===== src/sv/mtpb_alpha_div.sv =====
// ----------------------------------------------------------------------------
// Alpha divider
// Restoring divider, one quotient bit a cycle, eight-bit quotient.
// ----------------------------------------------------------------------------
module mtpb_alpha_div (
  input  logic        clk,
  input  logic        rst_n,
  input  logic        start,
  input  logic [39:0] num,
  input  logic [31:0] den,
  output logic        done,
  output logic [7:0]  quot
);
  logic [39:0] rem_r, rem_nxt;
  logic [39:0] dvs_r, dvs_nxt;
  logic [7:0]  quo_r, quo_nxt;
  logic [2:0]  cnt_r, cnt_nxt;
  logic        busy_r, busy_nxt;
  logic        done_r, done_nxt;

  always_comb begin
    rem_nxt  = rem_r;
    dvs_nxt  = dvs_r;
    quo_nxt  = quo_r;
    cnt_nxt  = cnt_r;
    busy_nxt = busy_r;
    done_nxt = 1'b0;
    if (start) begin
      rem_nxt  = num;
      dvs_nxt  = {1'b0, den, 7'b0};
      quo_nxt  = '0;
      cnt_nxt  = '0;
      busy_nxt = 1'b1;
    end else if (busy_r) begin
      // subtract where the shifted divisor fits
      if (rem_r >= dvs_r) begin
        rem_nxt = rem_r - dvs_r;
        quo_nxt = {quo_r[6:0], 1'b1};
      end else begin
        quo_nxt = {quo_r[6:0], 1'b0};
      end
      dvs_nxt = dvs_r >> 1;
      cnt_nxt = cnt_r + 3'd1;
      if (cnt_r == 3'd7) begin
        busy_nxt = 1'b0;
        done_nxt = 1'b1;
      end
    end
  end

  always_ff @(posedge clk) begin
    if (!rst_n) begin
      busy_r <= 1'b0;
      done_r <= 1'b0;
      cnt_r  <= '0;
    end else begin
      busy_r <= busy_nxt;
      done_r <= done_nxt;
      cnt_r  <= cnt_nxt;
    end
  end

  always_ff @(posedge clk) begin
    rem_r <= rem_nxt;
    dvs_r <= dvs_nxt;
    quo_r <= quo_nxt;
  end

  assign done = done_r;
  assign quot = quo_r;
endmodule


===== config.mk =====
export PLATFORM = sky130hd
export DESIGN_NAME = mtpb_alpha_div
export DESIGN_NICKNAME = d
export VERILOG_FILES = /design/src/sv/mtpb_alpha_div.sv
export SDC_FILE = /design/constraint.sdc
export NUM_CORES = 1
export LEC_CHECK = 0
export BUFFER_PORTS_ARGS = -buffer_cell sky130_fd_sc_hd__buf_2
export CAP_MARGIN = 25
export CORE_AREA = 2 2 109 111
export DETAILED_ROUTE_END_ITERATION = 8
export DIE_AREA = 0 0 111 113
export GPL_ROUTABILITY_DRIVEN = 1
export GPL_TIMING_DRIVEN = 0
export PLACE_DENSITY_LB_ADDON = 0.2
export SLEW_MARGIN = 20
export SYNTH_ARGS = -nofsm -noshare
export SYNTH_HDL_FRONTEND = slang
export SYNTH_SLANG_ARGS = --single-unit
export TNS_END_PERCENT = 1

===== constraint.sdc =====
create_clock -name clk -period 3.6 [get_ports clk]
set_input_delay 0.18 -clock clk [delete_from_list [all_inputs] [get_ports clk]]
set_output_delay 0.18 -clock clk [all_outputs]
set_load 0.03 [all_outputs]

# Yosys cells after proc, flatten, opt, wreduce, memory -nomap -nowiden
# Index checks and enable logic that the tools add are counted.
[totals]
ff_bits = 92
latch_bits = 0
ram_bits = 0
mem_bits_ro = 0
inputBits = 75
out_inout_bits = 9
wordCells = 28
mem_count = 0
[op_classes]
add_sub_neg = 2
multipliers = 0
div_mod_pow = 0
order_cmp = 1
eq_ne = 1
shift = 0
n_mux = 10
n_bitwise = 2
reduce_logical = 5
[ops]
columns = ["cell", "n"]
rows = [
  ["$mux 40", 3],
  ["$mux 39", 2],
  ["$ge 40x39->1", 1],
  ["$sub 40x39->40", 1],
  ["$mux 1", 5],
  ["$reduce_bool 2->1", 2],
  ["$add 3x1->3 const B", 1],
  ["$eq 3x3->1 const B", 1],
  ["$reduce_or 3->1", 1],
  ["$not 1->1", 2],
  ["$reduce_and 2->1", 1],
  ["$reduce_or 2->1", 1],
]

# Depth between registers and ports, before layout
[depth]
ltp_word = 4
depth_mapped = 12
mapped_depth_nobuf = 12

# Worst setup path after synthesis
# No wires, ideal clock.
[synth_timing]
kind = "register -> register"
startpoint = "register rem_r[0]"
endpoint = "register rem_r[0], enable pin"
setup_ns = 0.531
t_arrival_ns = 2.768
required_time_ns = 3.069
slack_ns = 0.301
path_stages_with_launch = 13
path_buffers = 0
period_less_slack_ns = 3.299
cell_sequence = "edfxtp_1 > inv_1 > ha_1 > inv_1 > fa_1 > a21oi_2 > o21ai_1 > a21oi_2 > o221ai_4 > a31oi_4 > o41ai_2 > o211ai_1 > nand2_1"
[synth_between]
elab_chain_len = 3
[synth_lines]
columns = ["item", "line_no", "text"]
rows = [
  ["start, declared", "14", "logic [39:0] rem_r, rem_nxt;"],
  ["start signal, assigned", "64", "rem_r <= rem_nxt;"],
  ["$ge 40x39->1", "36", "if (rem_r >= dvs_r) begin"],
  ["$reduce_bool 2->1 (no source line)", "-", ""],
  ["$reduce_and 2->1 (no source line)", "-", ""],
]
# Every way passes these cells.
# A chain may end at the register's enable or synchronous reset.

# Worst setup path after layout
[layout_timing]
startpoint = "register dvs_r[13]"
endpoint = "register rem_r[8], enable pin"
[layout_between]
elab_chain_len = 3
[layout_lines]
columns = ["item", "line_no", "text"]
rows = [
  ["start, declared", "15", "logic [39:0] dvs_r, dvs_nxt;"],
  ["start signal, assigned", "65", "dvs_r <= dvs_nxt;"],
  ["$ge 40x39->1", "36", ""],
  ["$reduce_bool 2->1 (no source line)", "-", ""],
  ["$reduce_and 2->1 (no source line)", "-", ""],
]
# Every way passes these cells.

==> run summary <==
=================================================================================
Run status                                                           finished clean
Post-Route Skew                                                           9.79 ps
Standard cell area after detailed placement                            6790 sq um
Global-route wire length before repair                                   25300 um
Peak supply drop                                                         0.307 mV
Synth area leaders                                                   edfxtp_1, ha_1, dfxtp_1
Effective utilization at floorplan                                          54.8%
Share of layout cells above drive strength 1                                15.6%
Power per standard cell area                                          694 nW/um^2
Via count of the first global-routing pass                                   5379
CTS Buf Count                                                                   9
Number of warnings issued by yosys                                              0
Placer's final routability congestion estimate                              0.951
Post-synthesis instance area                                           6170 sq um
I/O pins                                                                       84
Async set-or-reset flop fraction in the synthesized netlist                    0%
Cell area after layout                                                 7090 sq um
Post-route ant nets                                                             0
Width of the chip                                                          111 um
Clock Path Buffers                                                              2
Final worst setup slack                                                    186 ps
Mapped Nets                                                                   800
Nature of the critical path endpoint                                     register
Dpl ws                                                                     231 ps
Number of cells traversed by the worst hold path                                2
Via count                                                                    5318
Slew at the pin closest to its max-slew limit                              870 ps
Unrepaired setup endpoints after global routing                                no
Sinks on Clock Net                                                             92
Worst Path Max Fanout                                                          25
Final TNS setup                                                              0 ps
Final period utilization                                                    94.8%
Critical R2R Launch                                                     dvs_r[13]
Highest-count cells in the layout ignoring fill and taps             nand2_1, buf_2, edfxtp_1
Worst r2r dst                                                            rem_r[8]
Register clock-pin slew on the reported worst setup and hold paths          70 ps
Iteration-0 DRC Markers                                                       318
Routed Wire Length                                                       15300 um
Hold-fix buffers, CTS                                                           0
Source-to-sink clock delay at the later pin of the worst-skew pair         360 ps
Kind of start point of the critical path                                 register
Depth of the worst register-to-register path                                   12
Maximum capacitance violations                                                  0
Worst hold path type                                                 input pin to register
Signal arrival time at the worst endpoint                                 3520 ps
Multi-input gate area in the final layout                              3260 sq um
Sequential-to-total area share from yosys stat                              41.5%
Final standard cell count with taps included and fillers excluded             925
Number of inserted filler cells in the final layout                           970
Residual DRC                                                                    0
Post-Route Utilization                                                      62.9%
Detailed-router iteration count before antenna repair                           5
Routed length per instance                                                16.5 um
Count of buffers from port buffering                                           82
Avg Inst Size Synth                                                    9.04 sq um
Floorplan row count                                                            39
Final hold violation count                                                      0
Via density per instance                                                     5.75
Total track usage                                                           24.9%
Worst reg2reg setup slack                                                  190 ps
Overall power of the completed layout                                     4.92 mW
Layout area overhead                                                        14.9%
Synth Flop Type                                                          edfxtp_1
Number of library cell types mapped by synthesis                               61
Initial antenna violation count                                                 0
Highest clock rate                                                        293 MHz
Setup repair bufs after CTS                                                     0
Diode count                                                                     0
Height of the die                                                          113 um
Aggregate global routing overflow                                               0
Clock period minus worst slack                                            3410 ps
Area of the die                                                       12500 sq um
End point of the most critical hold path                                   busy_r
Core area                                                             11300 sq um
Normalized max-slew margin                                                  42.0%
Synthesized flop and latch total                                               92
Synthesized instance count                                                    683
Hold WS                                                                   93.9 ps
CTS root buf                                                            clkbuf_16
Area share of the leading cell type in the synthesized netlist              35.0%
Final layout net count                                                        894
Placed insts                                                                  909
Number of enable flip-flop cells after synthesis                               72
Placed wire-length estimate after detailed placement                     11600 um
Most common cell after layout, fill and taps aside                        nand2_1
Data required time at the worst endpoint                                  3710 ps
Sequential cell area in the final layout                               2560 sq um
Category of the critical setup timing path                           register to register
Max-slew violation count                                                        0
Largest net degree at the start of global routing                              33
Leak pwr                                                                  2.97 nW
CTS tree                                                                     done
Post-CTS Resized                                                                0
Cell type contributing the most total cell area after synthesis          edfxtp_1
Number of failing setup endpoints in the final timing report                    0
Htree depth                                                                     3
Hold path startpoint                                                        rst_n
=================================================================================
==> worst max-delay path by stage <==
stage,startpoint,endpoint,slack [ps],cells after the start
finish,dvs_r[13],rem_r[8],190,12
detailed placement,dvs_r[8],rem_r[22],230,11
global placement,rem_r[0],rem_r[22],-510,12
global route,rem_r[0],rem_r[8],40,13
CTS,rem_r[0],rem_r[8],220,13
floorplan,rem_r[0],rem_r[0],300,12
==> cells in the mapped netlist (all sizes together) (17+ instances only) <==
master,number
nand2,105
o21ai,73
edfxtp,72
a21oi,59
inv,57
ha,41
nor2,41
clkbuf,26
xnor2,23
dfxtp,20
mux2i,18
a22o,17
==> metal layers <==
metal | vias up | track usage [%] | wire (um)
met1 | 2463 | 31.4 | 6790
li1 | 2633 | - | -
met4 | 0 | 11.0 | 376
met5 | - | 0 | 0
met3 | 34 | 3.86 | 803
met2 | 188 | 42.8 | 7310
==> flip-flops by register name (all words and copies together), names as in the netlist <==
signal / flops
rem_r: 40
quot: 8
dvs_r: 39
done: 1
cnt_r: 3
busy_r: 1
==> final cells by class <==
| class | instances | area share [%] |
|---|---|---|
| multi-input cells | 499 | 46.0 |
| flip-flops and latches | 92 | 36.1 |
| repair buffers | 83 | 6.07 |
| clock buffers | 12 | 3.94 |
| inverters | 58 | 3.07 |
| well taps | 143 | 2.52 |
| plain buffers | 34 | 1.89 |
| clock inverters | 4 | 0.371 |
==> cell families after synthesis <==
kind of cell               after synthesis  synth area share (%)
xor gates and xnor gates                34                  4.82
and+or+nand+nor                        193                  14.0
DFF                                     92                  41.5
buffers and inverters                   92                  5.70
muxes                                   20                  3.28
adders and majority gates               42                  8.63
AOI/OAI and AO/OA                      210                  22.1
==> power by group <==
group	switching, mW	internal, mW
Clock	0.422	0.554
Combinational	1.47	0.956
Sequential	0.0894	1.43
==> critical path, stage by stage, from the launching register on <==
cell and delay [ps]:
edfxtp_1 430, inv_1 80, ha_1 220, clkbuf_2 170, a21oi_1 300, o21ai_0 220, a221oi_2 300, o31ai_1 150
a31oi_4 280, o41ai_2 120, o211ai_1 200, nand2_2 380, buf_12 300
(Power assumes the default switching activity.)
